## config.mk

```make
export PLATFORM = sky130hd
export DESIGN_NAME = gbk_emit
export DESIGN_NICKNAME = d
export VERILOG_FILES = /design/src/hdl/gbk_pkg.sv /design/src/hdl/gbk_emit.sv
export VERILOG_INCLUDE_DIRS = /design/src /design/src/hdl
export SDC_FILE = /design/constraint.sdc
export NUM_CORES = 1
export LEC_CHECK = 0
export ABC_AREA = 1
export ABC_CLOCK_PERIOD_IN_PS = 3200
export BUFFER_PORTS_ARGS = -buffer_cell sky130_fd_sc_hd__buf_2
export CAP_MARGIN = 20
export CORE_ASPECT_RATIO = 0.9
export CORE_MARGIN = 2
export CORE_UTILIZATION = 45
export CTS_BUF_LIST = sky130_fd_sc_hd__clkbuf_4 sky130_fd_sc_hd__clkbuf_8
export CTS_CLUSTER_SIZE = 16
export DETAILED_ROUTE_END_ITERATION = 10
export GPL_TIMING_DRIVEN = 0
export PLACE_DENSITY = 0.7
export SYNTH_ARGS = -nofsm -noshare
export SYNTH_HDL_FRONTEND = slang
export SYNTH_SLANG_ARGS = --single-unit
```

## constraint.sdc

```tcl
create_clock -name aclk -period 3.2 [get_ports aclk]
set_input_delay 0.16 -clock aclk [delete_from_list [all_inputs] [get_ports aclk]]
set_output_delay 0.16 -clock aclk [all_outputs]
set_load 0.05 [all_outputs]
```

## src/hdl/gbk_to_utf8_transcoder_unit_defines.svh

```systemverilog
// Assertion macros for the GBK to UTF-8 transcoder.
`ifndef GBK_TO_UTF8_TRANSCODER_UNIT_DEFINES_SVH
`define GBK_TO_UTF8_TRANSCODER_UNIT_DEFINES_SVH

`ifndef SYNTH
`define GBK_ASSERT(lbl, cond) \
    lbl: assert property (@(posedge aclk) disable iff (!aresetn) cond) \
        else $error("gbk check failed");
`define GBK_ASSERT_RST(lbl, cond) \
    lbl: assert property (@(posedge aclk) cond) \
        else $error("gbk reset check failed");
`else
`define GBK_ASSERT(lbl, cond)
`define GBK_ASSERT_RST(lbl, cond)
`endif

`endif

```

## src/hdl/gbk_pkg.sv

```systemverilog
// Types and constants shared by the GBK to UTF-8 transcoder.
package gbk_pkg;

    typedef enum logic {
        FUNC_TABLE = 1'b0,
        FUNC_BYTE  = 1'b1
    } func_t;

    typedef enum logic {
        KIND_DATA   = 1'b0,
        KIND_STATUS = 1'b1
    } kind_t;

    typedef enum logic [1:0] {
        ST_OK        = 2'd0,
        ST_INVALID   = 2'd1,
        ST_UNMAPPED  = 2'd2,
        ST_OPEN_LEAD = 2'd3
    } status_t;

    localparam logic [7:0]  ASCII_LIMIT = 8'h80;
    localparam logic [7:0]  LEAD_MIN    = 8'h81;
    localparam logic [7:0]  LEAD_MAX    = 8'hFE;
    localparam logic [7:0]  TRAIL_MIN   = 8'h40;
    localparam logic [15:0] UTF8_TWO    = 16'h0800;
    localparam logic [7:0]  UTF8_LEAD2  = 8'hC0;
    localparam logic [7:0]  UTF8_LEAD3  = 8'hE0;
    localparam logic [7:0]  UTF8_CONT   = 8'h80;
    localparam logic [7:0]  MASK_CONT   = 8'h3F;
    localparam logic [7:0]  MASK_LEAD2  = 8'h1F;
    localparam logic [15:0] COUNT_MAX   = 16'hFFFF;

    typedef struct packed {
        logic        func;
        logic [15:0] table_index;
        logic [15:0] table_value;
        logic [7:0]  data_byte;
        logic        end_of_string;
    } in_t;

    typedef struct packed {
        logic        out_kind;
        logic [7:0]  out_byte;
        logic [1:0]  status;
        logic [15:0] consumed;
        logic        run_last;
    } out_t;

    // Results caused by one source byte: data bytes first, then optional status.
    typedef struct packed {
        logic [1:0]      nbytes;
        logic [2:0][7:0] bytes;
        logic            eos;
        logic [1:0]      status;
        logic [15:0]     consumed;
    } job_t;

endpackage

```

## src/hdl/gbk_emit.sv

```systemverilog
// Result serializer: one job buffer and the output register.
module gbk_emit (
    input  logic          aclk,
    input  logic          aresetn,
    input  logic          job_valid,
    output logic          job_ready,
    input  gbk_pkg::job_t job_in,
    output logic          m_valid,
    input  logic          m_ready,
    output gbk_pkg::out_t m_data
);
    import gbk_pkg::*;
    `include "gbk_to_utf8_transcoder_unit_defines.svh"

    job_t  job_reg;
    logic  job_valid_reg;
    out_t  m_data_reg;
    logic  m_valid_reg;
    logic  is_data;
    logic  cur_last;
    logic  out_load;
    out_t  cur;

    always_comb begin
        is_data   = job_reg.nbytes != 2'd0;
        cur_last  = is_data ? (job_reg.nbytes == 2'd1 && !job_reg.eos) : 1'b1;
        out_load  = job_valid_reg && (!m_valid_reg || m_ready);
        job_ready = !job_valid_reg || (out_load && cur_last);
        cur.out_kind = is_data ? KIND_DATA : KIND_STATUS;
        cur.out_byte = is_data ? job_reg.bytes[0] : 8'h00;
        cur.status   = is_data ? ST_OK : job_reg.status;
        cur.consumed = is_data ? 16'h0000 : job_reg.consumed;
        cur.run_last = cur_last;
    end

    always_ff @(posedge aclk) begin
        if (!aresetn) begin
            job_valid_reg <= 1'b0;
        end else if (job_valid && job_ready) begin
            job_valid_reg <= 1'b1;
        end else if (out_load && cur_last) begin
            job_valid_reg <= 1'b0;
        end
    end

    always_ff @(posedge aclk) begin
        if (job_valid && job_ready) begin
            job_reg <= job_in;
        end else if (out_load && is_data) begin
            job_reg.nbytes <= job_reg.nbytes - 2'd1;
            job_reg.bytes  <= job_reg.bytes >> 8;
        end
    end

    always_ff @(posedge aclk) begin
        if (!aresetn) begin
            m_valid_reg <= 1'b0;
        end else if (out_load) begin
            m_valid_reg <= 1'b1;
        end else if (m_ready) begin
            m_valid_reg <= 1'b0;
        end
    end

    always_ff @(posedge aclk) begin
        if (out_load) begin
            m_data_reg <= cur;
        end
    end

    assign m_valid = m_valid_reg;
    assign m_data  = m_data_reg;

    `GBK_ASSERT(a_job_has_work,
        job_valid_reg |-> (job_reg.nbytes != 2'd0 || job_reg.eos))
    `GBK_ASSERT(a_status_ends_run,
        (m_valid_reg && m_data_reg.out_kind == KIND_STATUS) |-> m_data_reg.run_last)

endmodule

```

Word-level counts from Yosys, hierarchy flattened --
Index checks and enable logic that the tools add are counted.
Operators by class: add/sub/neg operators 1, equal/unequal tests 1, muxes and demuxes 8, reductions and logical operators 14
Operators with widths (number):
- two-way mux 26 bit | 2
- nonzero test 2 bit | 4
- two-way mux 1 bit | 6
- logical AND 1 bit | 5
- zero test 1 bit | 3
- == test 2 x 1 -> 1 bit, second input constant | 1
- logical OR 1 bit | 2
- subtractor 2 x 1 -> 2 bit, second input constant | 1
Storage, ports and cells: register bits 75, bits of input ports 49, output and inout bits 30, logic and storage cells 38

Depth between registers and ports, before layout --
depth after elaboration 7, mapped depth 11, depth with buffers taken out 9

Worst setup path after synthesis --
OpenSTA, ideal clock, no wires.
path type reg2reg, start point register job_reg[43] (netlist name), end point register job_reg[0] (netlist name) (enable), library setup time 0.374 ns, arrival 1.583 ns, required time 2.826 ns, slack 1.243 ns, stages on the path, launching flop included 11, path buffers 2, clock period less this slack 1.957 ns, cells stage by stage edfxtp_1 -> inv_1 -> ha_1 -> buf_6 -> inv_2 -> nand2_2 -> nand2_2 -> nand2_4 -> nand2_4 -> buf_6 -> inv_1
RTL lines:
- start, declared | line gbk_emit.sv:15 | job_t job_reg;
- start signal, assigned | line gbk_emit.sv:48 | job_reg <= job_in;

==> results.yml <==
clock_network:
  clock_sinks: 75
  cts_resized: 0
  htree_num_levels: 3
  cts-root-buf: "clkbuf_8"
  postCtsSetupRepairBufs: 0
  clk_pin_slew_ns: 0.07
  clock_latency_ns: 0.34
  numCtsBuffers: 9
  cts_buffer_depth: 2
  cts_hold_buf: 19
  cts_tree: "done"
route:
  routed_via_density: 4.15
  wirelength_um: 4780
  remaining_drc_errors: 0
  vias: 1781
  post_drt_wl_per_cell_um: 11.1
  antenna_left: 0
  first_iter_violations: 58
  firstDrtPassIters: 4
floorplan:
  rows: 27
  initial_core_util_pct: 47.1
  core-area_mm2: 0.00622
  dieArea_mm2: 0.00717
  die_h_um: 80.5
  io_pins: 79
  die_x_um: 89.0
yosys:
  syn_inst: 228
  synth.area.top_cells: "edfxtp_1, nand2_1, inv_1"
  synth_top_area_share_pct: 74.9
  syn-num-nets: 279
  yosysUniqueCellTypes: 17
  synth_top_area_cell: "edfxtp_1"
  synth_area_mm2: 0.00293
  seq_area_frac_synth_pct: 76.3
  ys_warn_count: 0
  avgSynthCellArea_um2: 12.8
  synth.ff_latch_count: 75
setup_path:
  critPathArrivalTime_ns: 2.21
  path_max_fanout: 19
  critPathLaunchType: "register"
  slowest_stage: "inv_1"
  critPathLaunch: "job_reg[43]"
  cp.required_ns: 3.17
  path_class: "reg -> reg"
  cp.depth: 10
  worstReg2RegEnd: "job_reg[17]"
  crit_family: "buffers and inverters"
  cp_num_buf_inv: 5
  reg2reg_slack_ns: 0.96
  endpoint: "job_reg[17]"
  crit_path_cell_trace: "inv_1, ha_1, buf_6, inv_2, nand2_2, nand2_2, nand2_4, nand2_4, buf_6, inv_1"
  r2r_cells: 10
  crit_path_max_incr_delay_ns: 0.52
  cp-end-kind: "register"
  regToRegStartpoint: "job_reg[43]"
global_route:
  overflow: 0
  grt_pass1_wl_um: 7540
  grt_max_degree: 29
  grt_usage_pct: 15.0
  grt_antenna_before_repair: 0
  grt_pass1_vias: 1696
final_layout:
  largest_reg_flops: 45
  stdcell_area_mm2: 0.00383
  syn2layout_area_growth_pct: 30.9
  fill_cells: 547
  layout_commonest_cell: "buf_2"
  fin_nets: 388
  layout-drive-gt1-share_pct: 33.0
  antennaDiodeCount: 0
  layout_common_cells: "buf_2, edfxtp_1, nand2_1"
placement:
  gp_congestion: 0.718
  place.port_buffers: 78
  dpl_cell_area_mm2: 0.00345
  hpwl_um: 3250
power:
  irDropWorstVdd_uv: 265
  p_leak_nw: 1.82
  power_density_mw_per_mm2: 631
sta:
  min_period_over_period_pct: 69.9
  finalHoldViolations: 0
  setup_viol: 0
  worst_pin_slew_ns: 0.983
  min_period_ns: 2.24
  fin_tns_setup_ns: 0
  slew_violations: 0
  skew_ns: 0.00670
  fmax_mhz: 447
  slew_headroom_pct: 34.4
  rsz0062_at_grt: "no"
hold_path:
  hold_class: "in -> reg"
run_status:
  status: "finished, final reports clean"
job:
  maxCapViolations: 0
## worst register-to-register path: cells and delay by family, from the launching register on
family | cells | cell delay (ns)
fa+ha+maj | 1 | 0.19
buf+inv | 5 | 0.97
flops | 1 | 0.40
simple gates | 4 | 0.30
## synth_stat cells, drive strengths merged
cell type	number
a21oi	2
nand2	61
dfxtp	2
buf	7
o21ai	1
nor2	16
clkbuf	2
inv	44
nand3	18
edfxtp	73
ha	2
## power by group
part | internal, mW | switching (mW)
Clock | 0.361 | 0.322
Combinational | 0.142 | 0.323
Sequential | 1.24 | 0.0282
## stage by stage
| stage | instances | hold slack, ns | power (mW) | setup WS (ns) | utilization (%) |
|---|---|---|---|---|---|
| 6_report | 429 | 0.0838 | 2.42 | 0.963 | 61.6 |
| 5_1_grt | 429 | 0.0744 | 2.53 | 0.793 | 61.6 |
| 4_1_cts | 429 | 0.0565 | 2.44 | 0.907 | 61.6 |
| 3_5_place_dp | 394 | 0.338 | 1.75 | 0.949 | 55.6 |
| 3_3_place_gp | 393 | 0.337 | 1.72 | 0.977 | 55.1 |
| 2_1_floorplan | 228 | 0.259 | 1.62 | 1.24 | - |
## layout make-up
cell class	instances	area [um^2]	share of cell area, %
sequential	75	2230	58.3
tap	87	109	2.84
inverter	44	165	4.31
clock buffer	10	131	3.43
multi-input combinational	100	463	12.1
clock inverter	6	56.3	1.47
timing repair buffer	98	608	15.9
buffer	9	66.3	1.73
## routing by layer
layer | GRT usage, % | part of all wire, % | up-vias
met4 | 9.70 | 2.6 | 0
met5 | 0 | 0 | -
met3 | 4.52 | 5.4 | 11
li1 | - | - | 954
met1 | 17.2 | 42 | 763
met2 | 24.0 | 50 | 53
## cell families (layout without fill, tap and decap cells)
kind of cell,count (synthesis),count (layout),share of synthesized area (%)
adders and majority gates,2,2,0.855
and+or+nand+nor,95,95,14.3
buffers and inverters,53,167,7.91
AOI/OAI and AO/OA,3,3,0.641
DFF,75,75,76.3
## worst min-delay path by stage
stage | slack [ns] | end | cells past startpoint | start
CTS | 0.06 | m_valid | 3 | aresetn
floorplan | 0.26 | job_reg[0] | 0 | job_in[0]
global placement | 0.34 | job_reg[8] | 1 | job_in[8]
global route | 0.07 | m_valid | 3 | aresetn
detailed placement | 0.34 | job_reg[5] | 1 | job_in[5]
finish | 0.08 | m_valid | 3 | aresetn
Power figures use the tool's default switching activity.
