File: src/hdl/gbk_to_utf8_transcoder_unit_defines.svh
// Assertion macros for the GBK to UTF-8 transcoder.
`ifndef GBK_TO_UTF8_TRANSCODER_UNIT_DEFINES_SVH
`define GBK_TO_UTF8_TRANSCODER_UNIT_DEFINES_SVH

`ifndef SYNTH
`define GBK_ASSERT(lbl, cond) \
    lbl: assert property (@(posedge aclk) disable iff (!aresetn) cond) \
        else $error("gbk check failed");
`define GBK_ASSERT_RST(lbl, cond) \
    lbl: assert property (@(posedge aclk) cond) \
        else $error("gbk reset check failed");
`else
`define GBK_ASSERT(lbl, cond)
`define GBK_ASSERT_RST(lbl, cond)
`endif

`endif

File: src/hdl/gbk_pkg.sv
// Types and constants shared by the GBK to UTF-8 transcoder.
package gbk_pkg;

    typedef enum logic {
        FUNC_TABLE = 1'b0,
        FUNC_BYTE  = 1'b1
    } func_t;

    typedef enum logic {
        KIND_DATA   = 1'b0,
        KIND_STATUS = 1'b1
    } kind_t;

    typedef enum logic [1:0] {
        ST_OK        = 2'd0,
        ST_INVALID   = 2'd1,
        ST_UNMAPPED  = 2'd2,
        ST_OPEN_LEAD = 2'd3
    } status_t;

    localparam logic [7:0]  ASCII_LIMIT = 8'h80;
    localparam logic [7:0]  LEAD_MIN    = 8'h81;
    localparam logic [7:0]  LEAD_MAX    = 8'hFE;
    localparam logic [7:0]  TRAIL_MIN   = 8'h40;
    localparam logic [15:0] UTF8_TWO    = 16'h0800;
    localparam logic [7:0]  UTF8_LEAD2  = 8'hC0;
    localparam logic [7:0]  UTF8_LEAD3  = 8'hE0;
    localparam logic [7:0]  UTF8_CONT   = 8'h80;
    localparam logic [7:0]  MASK_CONT   = 8'h3F;
    localparam logic [7:0]  MASK_LEAD2  = 8'h1F;
    localparam logic [15:0] COUNT_MAX   = 16'hFFFF;

    typedef struct packed {
        logic        func;
        logic [15:0] table_index;
        logic [15:0] table_value;
        logic [7:0]  data_byte;
        logic        end_of_string;
    } in_t;

    typedef struct packed {
        logic        out_kind;
        logic [7:0]  out_byte;
        logic [1:0]  status;
        logic [15:0] consumed;
        logic        run_last;
    } out_t;

    // Results caused by one source byte: data bytes first, then optional status.
    typedef struct packed {
        logic [1:0]      nbytes;
        logic [2:0][7:0] bytes;
        logic            eos;
        logic [1:0]      status;
        logic [15:0]     consumed;
    } job_t;

endpackage

File: src/hdl/gbk_dec.sv
// Source byte decoder: table lookup, stream state and result job build.
module gbk_dec #(
    parameter int TABLE_ENTRIES = 65536,
    localparam int AW = $clog2(TABLE_ENTRIES)
) (
    input  logic          aclk,
    input  logic          aresetn,
    input  logic          s_valid,
    output logic          s_ready,
    input  gbk_pkg::in_t  s_data,
    input  logic          init_done,
    output logic          wr_en,
    output logic [AW-1:0] wr_addr,
    output logic [15:0]   wr_data,
    output logic          rd_en,
    output logic [AW-1:0] rd_addr,
    input  logic [15:0]   rd_data,
    output logic          job_valid,
    input  logic          job_ready,
    output gbk_pkg::job_t job_out
);
    import gbk_pkg::*;
    `include "gbk_to_utf8_transcoder_unit_defines.svh"

    logic        s1_valid_reg;
    logic [7:0]  s1_byte_reg;
    logic        s1_eos_reg;
    logic        s1_in_range_reg;

    logic        lead_pending_reg, lead_pending_next;
    logic [7:0]  lead_byte_reg, lead_byte_next;
    logic        stopped_reg, stopped_next;
    status_t     error_code_reg, error_code_next;
    logic [15:0] byte_count_reg, byte_count_next;

    logic        in_fire;
    logic        byte_fire;
    logic        s1_fire;
    logic        job_needed;
    logic [7:0]  lead_fwd;
    logic [15:0] full_addr;
    logic [15:0] code;
    logic [1:0]  add;
    logic [16:0] sum;
    job_t        job;

    always_comb begin
        lead_pending_next = lead_pending_reg;
        lead_byte_next    = lead_byte_reg;
        stopped_next      = stopped_reg;
        error_code_next   = error_code_reg;
        add               = 2'd0;
        job               = '0;
        code              = s1_in_range_reg ? rd_data : 16'h0000;

        if (!stopped_reg) begin
            if (lead_pending_reg) begin
                if (s1_byte_reg >= TRAIL_MIN && s1_byte_reg <= LEAD_MAX) begin
                    if (code == 16'h0000) begin
                        stopped_next      = 1'b1;
                        error_code_next   = ST_UNMAPPED;
                        lead_pending_next = 1'b0;
                    end else begin
                        add               = 2'd2;
                        lead_pending_next = 1'b0;
                        if (code < 16'(ASCII_LIMIT)) begin
                            job.nbytes   = 2'd1;
                            job.bytes[0] = code[7:0];
                        end else if (code < UTF8_TWO) begin
                            job.nbytes   = 2'd2;
                            job.bytes[0] = UTF8_LEAD2 | (code[13:6] & MASK_LEAD2);
                            job.bytes[1] = UTF8_CONT | (code[7:0] & MASK_CONT);
                        end else begin
                            job.nbytes   = 2'd3;
                            job.bytes[0] = UTF8_LEAD3 | {4'h0, code[15:12]};
                            job.bytes[1] = UTF8_CONT | (code[13:6] & MASK_CONT);
                            job.bytes[2] = UTF8_CONT | (code[7:0] & MASK_CONT);
                        end
                    end
                end else begin
                    stopped_next      = 1'b1;
                    error_code_next   = ST_INVALID;
                    lead_pending_next = 1'b0;
                end
            end else if (s1_byte_reg < ASCII_LIMIT) begin
                add          = 2'd1;
                job.nbytes   = 2'd1;
                job.bytes[0] = s1_byte_reg;
            end else if (s1_byte_reg >= LEAD_MIN && s1_byte_reg <= LEAD_MAX) begin
                lead_pending_next = 1'b1;
                lead_byte_next    = s1_byte_reg;
            end else begin
                stopped_next      = 1'b1;
                error_code_next   = ST_INVALID;
                lead_pending_next = 1'b0;
            end
        end

        sum             = {1'b0, byte_count_reg} + 17'(add);
        byte_count_next = sum[16] ? COUNT_MAX : sum[15:0];

        if (s1_eos_reg) begin
            job.eos      = 1'b1;
            job.status   = stopped_next ? error_code_next
                         : (lead_pending_next ? ST_OPEN_LEAD : ST_OK);
            job.consumed = byte_count_next;
            lead_pending_next = 1'b0;
            lead_byte_next    = 8'h00;
            stopped_next      = 1'b0;
            error_code_next   = ST_OK;
            byte_count_next   = 16'h0000;
        end
    end

    always_comb begin
        job_needed = (job.nbytes != 2'd0) || job.eos;
        job_valid  = s1_valid_reg && job_needed;
        job_out    = job;
        s1_fire    = s1_valid_reg && (!job_needed || job_ready);
        s_ready    = init_done && (!s1_valid_reg || s1_fire);
        in_fire    = s_valid && s_ready;
        byte_fire  = in_fire && (s_data.func == FUNC_BYTE);
        // lead byte of the item in flight is known without the table data
        lead_fwd   = s1_valid_reg ? lead_byte_next : lead_byte_reg;
        full_addr  = {lead_fwd, s_data.data_byte};
        rd_en      = byte_fire;
        rd_addr    = full_addr[AW-1:0];
        wr_en      = in_fire && (s_data.func == FUNC_TABLE)
                     && (17'(s_data.table_index) < 17'(TABLE_ENTRIES));
        wr_addr    = s_data.table_index[AW-1:0];
        wr_data    = s_data.table_value;
    end

    always_ff @(posedge aclk) begin
        if (!aresetn) begin
            s1_valid_reg <= 1'b0;
        end else if (s_ready) begin
            s1_valid_reg <= byte_fire;
        end
    end

    always_ff @(posedge aclk) begin
        if (byte_fire) begin
            s1_byte_reg     <= s_data.data_byte;
            s1_eos_reg      <= s_data.end_of_string;
            s1_in_range_reg <= 17'(full_addr) < 17'(TABLE_ENTRIES);
        end
    end

    always_ff @(posedge aclk) begin
        if (!aresetn) begin
            lead_pending_reg <= 1'b0;
            lead_byte_reg    <= 8'h00;
            stopped_reg      <= 1'b0;
            error_code_reg   <= ST_OK;
            byte_count_reg   <= 16'h0000;
        end else if (s1_fire) begin
            lead_pending_reg <= lead_pending_next;
            lead_byte_reg    <= lead_byte_next;
            stopped_reg      <= stopped_next;
            error_code_reg   <= error_code_next;
            byte_count_reg   <= byte_count_next;
        end
    end

    `GBK_ASSERT(a_eos_clears_state,
        (s1_fire && s1_eos_reg) |=> (!stopped_reg && !lead_pending_reg
                                     && byte_count_reg == 16'h0000))
    `GBK_ASSERT(a_stopped_is_silent,
        (s1_valid_reg && stopped_reg && !s1_eos_reg) |-> !job_valid)

endmodule

File: config.mk
export PLATFORM = sky130hd
export DESIGN_NAME = gbk_dec
export DESIGN_NICKNAME = d
export VERILOG_FILES = /design/src/hdl/gbk_pkg.sv /design/src/hdl/gbk_dec.sv
export VERILOG_INCLUDE_DIRS = /design/src /design/src/hdl
export SDC_FILE = /design/constraint.sdc
export NUM_CORES = 1
export LEC_CHECK = 0
export BUFFER_PORTS_ARGS = -buffer_cell sky130_fd_sc_hd__buf_2
export CAP_MARGIN = 10
export CORE_UTILIZATION = 35
export DETAILED_ROUTE_END_ITERATION = 12
export PLACE_DENSITY_LB_ADDON = 0.3
export SYNTH_ARGS = -nofsm -noshare
export SYNTH_HDL_FRONTEND = slang
export SYNTH_SLANG_ARGS = --single-unit
File: constraint.sdc
create_clock -name aclk -period 4.4 [get_ports aclk]
set_input_delay 0.44 -clock aclk [delete_from_list [all_inputs] [get_ports aclk]]
set_output_delay 0.44 -clock aclk [all_outputs]
set_load 0.01 [all_outputs]
[Word-level counts from Yosys, hierarchy flattened]
Index checks and enable logic that the tools add are counted.
Widths: inputs -> output; s select.
Word-level totals
  logic and storage cells: 79
  bits in registers: 38
  output and inout port bits: 97
  bits of input ports: 63
Cells by class
  bitwise operators: 1
  muxes and demuxes: 48
  add/sub/neg operators: 1
  reductions and logical operators: 15
  $lt $le $gt $ge: 6
Operator list (number)
  $mux 8: 10
  $mux 26: 3
  $mux 16: 4
  $mux 2: 15
  $mux 19: 1
  $add 16x2->17: 1
  $logic_not 16->1: 1
  $lt 16x12->1 const B: 1
  $lt 16x8->1 const B: 1
  $mux 1: 14
  $mux 14: 1
  $ge 8x7->1 const B: 1
  $ge 8x8->1 const B: 1
  $le 8x8->1 const B: 1
  $logic_and 1x1->1: 8
  $lt 8x8->1 const B: 1
  $logic_or 1x1->1: 3
  $logic_not 1->1: 2
  $reduce_bool 2->1: 1
  $not 1->1: 1

[Longest topological paths before layout]
Gate-level depths: netlist of the first run.
  depth in word-level cells: 17
  gate-level depth with buffers: 13
  mapped depth without buffers: 11

[Worst setup path before layout of the first run]
OpenSTA, ideal clock, no wires.
  path type: input to output
  from: in rd_data[12]
  to: out job_out[13] (netlist name)
  path slack: 0.773 ns
  stages on the path: 13
  buffers on the path: 2
  required time: 3.960 ns
  arrival: 3.187 ns
  cell sequence: or4_1 > buf_2 > nor4b_4 > a211o_4 > buf_6 > inv_4 > ha_1 > a21oi_1 > or3_1 > nor2_1 > nand3_1 > xor2_1 > a21oi_1
RTL lines
  start, declared: line gbk_dec.sv:17  | input logic [15:0] rd_data,
  end, declared: line gbk_dec.sv:20  | output gbk_pkg::job_t job_out

==> summary.md, run 1 <==
| Metric | Value |
|---|---|
| Total power | approximately 0.71 mW |
| CTS Buf Count | 5 |
| R2r setup slk | 880 ps |
| TritonCTS clock tree | done |
| Final period utilization | 92.5% |
| Num rows | 33 |
| Clk root buf | clkbuf_8 |
| Normalized max-slew margin | 30.3% |
| Reg2reg start | s1_byte_reg[7]$_DFFE_PP_ |
| Initial antenna violation count | 0 |
| Setup-failing EPs final | 0 |
| Clock net sink count | 38 |
| Synth Cell Area | 2960 um^2 |
| Largest net degree at the start of global routing | 23 |
| Clock-pin transition on the worst setup and hold timing paths | approximately 80 ps |
| Yosys reg bits | 38 |
| Worst Path Required | approximately 4000 ps |
| Die Wd | 94.0 um |
| Setup Fix Bufs, Post-CTS | 0 |
| Status | completed |
| Detailed placer's ending HPWL | 5600 um |
| Clock tree buffer depth | 2 |
| Post-synth EDFFs | 9 |
| Die area | ~8800 um^2 |
| CTS Hold Bufs | 0 |
| Top cells by instance count after synthesis | a21oi_1 (54), nand2_1 (54), buf_4 (45) |
| Number of nets still failing antenna checks after routing | 0 |
| GR Overflow Total | 0 |
| Share of cells above drive strength 1 | 27.3% |
| Critical path endpoint | job_out[13] |
| Post-synth ARST share | 0% |
| Avg WL per Cell | 14.6 um |
| Warnings, synthesis | 0 |
| # DRC | 0 |
| Synth Flop Type | dfxtp_1 |
| Max Clock Skew | 15.4 ps |
| Hold Vio Cnt, Final | 0 |
| Worst-Margin Slew | ~1000 ps |
| RSZ-0062 raised after global routing | no |
| Synth Instances | 394 |
| Area grow syn2layout | 9.21% |
| CP max FO | 13 |
| Post-Route WL | 7830 um |
| Global-route usage over all layers | between 15 and 20% |
| Leakage Power | 1.38 nW |
| Initial DRC count | slightly below 200 |
| Boundary Pins | 160 |
| Most area-consuming cells after synthesis | dfxtp_1 (20%), buf_4 (11%), a21oi_1 (9.1%) |
| CTS resizes | 0 |
| Max-Cap Viols | 0 |
| Startpoint Class | primary input |
| Worst R2R End | byte_count_reg[3]$_SDFFE_PN0P_ |
| F_max | 246 MHz |
| Die height | 94.0 um |
| Setup CP Type | in2out |
| Critical Path Start | rd_data[12] |
| HP Class | in2reg |
| Effective utilization at floorplan | 36.1% |
| Crit path DAT | 3630 ps |
| Post-synth cell types | 66 |
| H-tree levels | 2 |
| Vias | 2870 |
| Element type at the critical path end | primary output |
| GPL Wtd Cong | 0.965 |
| Vias in the first global route | between 2000 and 3000 |
| Post-synth top area cell | dfxtp_1 |
| Final count of pins violating max slew | 0 |
| Drt pass-1 iters | 7 |
| Avg Inst Size Synth | 7.52 um^2 |
| Pwr Density | 221 nW/um^2 |
| Period minus WS final | 4070 ps |
| Core area | approximately 8200 um^2 |
| Ant diodes | 0 |
| First-pass GRT wire length | 12600 um |
| Synth top area share | 19.6% |
| Max reg flops | 16 |
| Final Net Count | 498 |
| Drt via density | 5.33 |
| Final TNS setup | 0 ps |
| Maximum vdd ir drop | 0.149 mV |
| Later-pin clock latency in the skew report | 300 ps |
| Port Buf Inserts | 93 |
| Sequential-to-total area share from yosys stat | 28.7% |
| Worst Reg2Reg Path Length in Cells | 9 |
[logic make-up (layout without fill, tap and decap cells)]
logic type	count (synthesis)	in the layout	synth area share [%]
AO/OA/AOI/OAI	127	127	26.9
AND/OR/NAND/NOR	130	130	21.6
XOR/XNOR	10	10	2.96
buffers and inverters	83	121	17.5
other	1	2	0.127
multiplexers	2	2	0.718
adder cells (fa/ha/maj)	3	3	1.52
flip-flops	38	38	28.7
[per-layer routing]
layer | vias up | track usage (%) | part of all wire [%]
met1 | 1327 | 24.8 | 47
met5 | - | 0 | 0
met3 | 16 | 3.32 | 6.1
li1 | 1429 | - | -
met4 | 0 | 5.00 | 1.4
met2 | 98 | 28.0 | 45
[cell type report]
cell class	count	area [um^2]
fillers	841	4980
multi-input cells	274	1600
flip-flops and latches	38	851
repair buffers	98	503
well taps	105	131
clock buffers	6	82.6
inverters	15	58.8
clock inverters	2	11.3
[placed cells by master, fill, tap and decap left out, types with 3 or more instances in the layout]
master / count
o21ai_0: 33
inv_1: 13
a31oi_1: 5
nor4_1: 3
clkbuf_8: 6
xor2_1: 4
nand2_1: 54
and3_1: 3
nand4_1: 4
a21oi_1: 54
dfxtp_1: 29
nor2_1: 25
nand3_1: 11
xnor2_1: 6
and2_1: 7
nor3_1: 8
o221a_1: 5
a211oi_1: 5
buf_4: 4
buf_2: 93
edfxtp_1: 9
[per-stage QoR]
stage	hold WS (ps)	instance area [um^2]	setup WS, ps	util (%)	instances
after global routing	315	3240	125	39.4	538
final	321	3240	331	39.4	538
after floorplan	442	2970	773	-	395
after global placement	458	3130	481	38.1	529
after CTS	313	3230	326	39.3	537
after detailed placement	470	3130	338	38.1	529
[power breakdown]
group	total (mW)	leakage (nW)	switching (mW)	internal (mW)
sequential	0.367	0.316	0.00625	0.361
combinational	0.0856	1.01	0.0540	0.0316
clock	0.262	0.0515	0.135	0.127
total	0.715	1.38	0.196	0.519
[worst min path at each step]
stage,cells past startpoint,endpoint,slack [ps],startpoint
after floorplan,2,error_code_reg[1]$_SDFFE_PN0P_,440,error_code_reg[1]$_SDFFE_PN0P_
after global routing,1,s1_eos_reg$_DFFE_PP_,310,s_data[0]
final,1,s1_eos_reg$_DFFE_PP_,320,s_data[0]
after global placement,2,error_code_reg[1]$_SDFFE_PN0P_,460,error_code_reg[1]$_SDFFE_PN0P_
after detailed placement,2,lead_byte_reg[1]$_SDFFE_PN0P_,470,lead_byte_reg[1]$_SDFFE_PN0P_
after CTS,1,s1_eos_reg$_DFFE_PP_,310,s_data[0]
[critical path, stage by stage]
cell     delay (ps)
buf_2           100
or4_1           680
nor4b_4         330
a211o_4         280
inv_4            60
ha_1            300
a21oi_1         110
or3_1           420
nor2_1          270
nand3_1         170
xor2_1          160
a21oi_1         130
buf_2           160
Note: power is estimated with default switching activity, not from simulation.
==> inputs of run 2 (changes only) <==
Settings changed: PLACE_DENSITY from default to 0.65, PLACE_DENSITY_LB_ADDON 0.3 to default.
==> run 2 against run 1 <==
  * First-iteration DRC count down 11%
  * Final area up 0.54%
  * Non-clock buffer count up 1
  * Final cell count up 0.19%
  * Flip-flop and latch count unchanged
  * Combinational power about the same
  * Total power up 4.7%
  * Sequential power about the same
  * Utilization up 0.21 points
  * Clock power up 13%
  * Clock skew down 2.3 ps
==> summary.md, run 2 (synthesis results as in run 1) <==
| Metric | Value |
|---|---|
| F_max | 249 MHz (+1.4%) |
| Later-pin clock latency in the skew report | 300 ps (about the same) |
| GR Overflow Total | 0 (unchanged) |
| Setup-failing EPs final | 0 (unchanged) |
| CTS Hold Bufs | 0 (unchanged) |
| Setup Fix Bufs, Post-CTS | 0 (unchanged) |
| Maximum vdd ir drop | 0.134 mV (-10%) |
| Period minus WS final | 4010 ps (-55.6 ps) |
| Share of cells above drive strength 1 | 27.0% (-0.29 points) |
| Num rows | 33 (unchanged) |
| Most frequent cells in the layout | buf_2 (94), a21oi_1 (54), nand2_1 (54) |
| Boundary Pins | 160 (unchanged) |
| Port Buf Inserts | 93 (unchanged) |
| CTS resizes | 0 (unchanged) |
| Final count of pins violating max slew | 0 (unchanged) |
| H-tree levels | 2 (unchanged) |
| Final period utilization | 91.2% (-1.3 points) |
| Startpoint Class | primary input |
| CP max FO | 13 (unchanged) |
| GPL Wtd Cong | 0.929 (-3.6%) |
| Ant diodes | 0 (unchanged) |
| Vias in the first global route | 2565 (-0.31%) |
| Pwr Density | 230 nW/um^2 (+4.2%) |
| Clock net sink count | 38 (unchanged) |
| Final TNS setup | 0 ps (unchanged) |
| Global-route usage over all layers | 17.0% (-0.82 points) |
| Clock-pin transition on the worst setup and hold timing paths | 70 ps (about the same) |
| Max reg flops | 16 (unchanged) |
| Clk root buf | clkbuf_8 |
| Drt via density | 5.32 (-0.29%) |
| Clock tree buffer depth | 2 (unchanged) |
| Normalized max-slew margin | 30.5% (+0.19 points) |
| Final Net Count | 499 (+0.20%) |
| Initial antenna violation count | 0 (unchanged) |
| Initial DRC count | 173 (-11%) |
| Max Clock Skew | 13.1 ps (-2.32 ps) |
| Drt pass-1 iters | 4 (-3) |
| Placed cell count | 530 (+0.19%) |
| Core area | 8220 um^2 (unchanged) |
| HP Class | in2reg |
| Worst-Margin Slew | 1040 ps (-2.86 ps) |
| Number of nets still failing antenna checks after routing | 0 (unchanged) |
| Worst Path Required | 3960 ps (about the same) |
| Effective utilization at floorplan | 36.1% (unchanged) |
| Largest net degree at the start of global routing | 23 (unchanged) |
| Detailed placer's ending HPWL | 5600 um (about the same) |
| Vias | 2867 (-0.10%) |
| Die height | 94.0 um (unchanged) |
| Most common cell after layout, fill and taps aside | buf_2 |
| CTS Buf Count | 5 (unchanged) |
| TritonCTS clock tree | done |
| Element type at the critical path end | primary output |
| Setup CP Type | in2out |
| Hold Vio Cnt, Final | 0 (unchanged) |
| First-pass GRT wire length | 12000 um (-4.8%) |
| Max-Cap Viols | 0 (unchanged) |
| Avg WL per Cell | 14.1 um (-2.9%) |
| RSZ-0062 raised after global routing | no |
| Leakage Power | 1.38 nW (+0.32%) |
| Die Wd | 94.0 um (unchanged) |
| Crit path DAT | 3570 ps (-60 ps) |
| Die area | 8840 um^2 (unchanged) |
| # DRC | 0 (unchanged) |
| Area grow syn2layout | 9.80% |
| Fin cells | 539 (+0.19%) |
| Status | completed |
| Post-Route WL | 7620 um (-2.7%) |
run 2: changes by cell type in the layout (fill, tap and decap cells not counted):
cell	delta
bufinv_16	+1
buf_4	+1
clkbuf_8	-1
clkinv_2	-1
inv_4	-1
clkbuf_1	+2
clkbuf_4	-1
buf_2	+1
run 2: final cells by class:
class / instances / area [um^2]
clock inverter: 1 / 30.0
multi-input combinational: 274 / 1600
tap: 105 / 131
fill: 869 / 4960
sequential: 38 / 851
timing repair buffer: 99 / 508
clock buffer: 7 / 76.3
inverter: 15 / 58.8
run 2: metrics by stage:
| stage | total power, mW | utilization [%] | hold WS [ps] | setup WS (ps) | cell area, um^2 |
|---|---|---|---|---|---|
| 6_report | 0.749 | 39.6 | 324 | 386 | 3250 |
| 5_1_grt | 0.777 | 39.6 | 314 | 149 | 3250 |
| 4_1_cts | 0.754 | 39.5 | 314 | 397 | 3250 |
| 3_5_place_dp | 0.461 | 38.2 | 459 | 399 | 3140 |
| 3_3_place_gp | 0.461 | 38.2 | 456 | 464 | 3140 |
| 2_1_floorplan | 0.456 | - | 442 | 773 | 2970 |
run 2: worst paths after layout:
kind | startpoint | endpoint | slack (ps) | depth (start not counted)
worst max-delay path | rd_data[12] | job_out[13] | 390 | 13
worst min-delay path | s_data[0] | s1_eos_reg$_DFFE_PP_ | 320 | 1
worst max register to register | s1_byte_reg[1]$_DFFE_PP_ | byte_count_reg[1]$_SDFFE_PN0P_ | 970 | 10
worst min register to register | error_code_reg[1]$_SDFFE_PN0P_ | error_code_reg[1]$_SDFFE_PN0P_ | 480 | 2
run 2: worst max-delay path: stages:
cell	delay, ps
buf_2	100
or4_1	680
nor4b_4	320
a211o_4	280
inv_4	60
ha_1	290
a21oi_1	120
or3_1	420
nor2_1	250
nand3_1	160
xor2_1	160
a21oi_1	110
buf_2	160
run 2: routing by layer:
metal | wire length [um] | GRT usage, %
met1 | 3340 | 21.2
met2 | 3570 | 28.8
met3 | 544 | 3.32
met4 | 159 | 6.41
met5 | 0 | 0
run 2: report_power, final:
part | internal (mW) | total, mW | leakage [nW] | switching [mW]
Clock | 0.170 | 0.296 | 0.0524 | 0.126
Combinational | 0.0318 | 0.0857 | 1.01 | 0.0538
Sequential | 0.361 | 0.367 | 0.316 | 0.00597
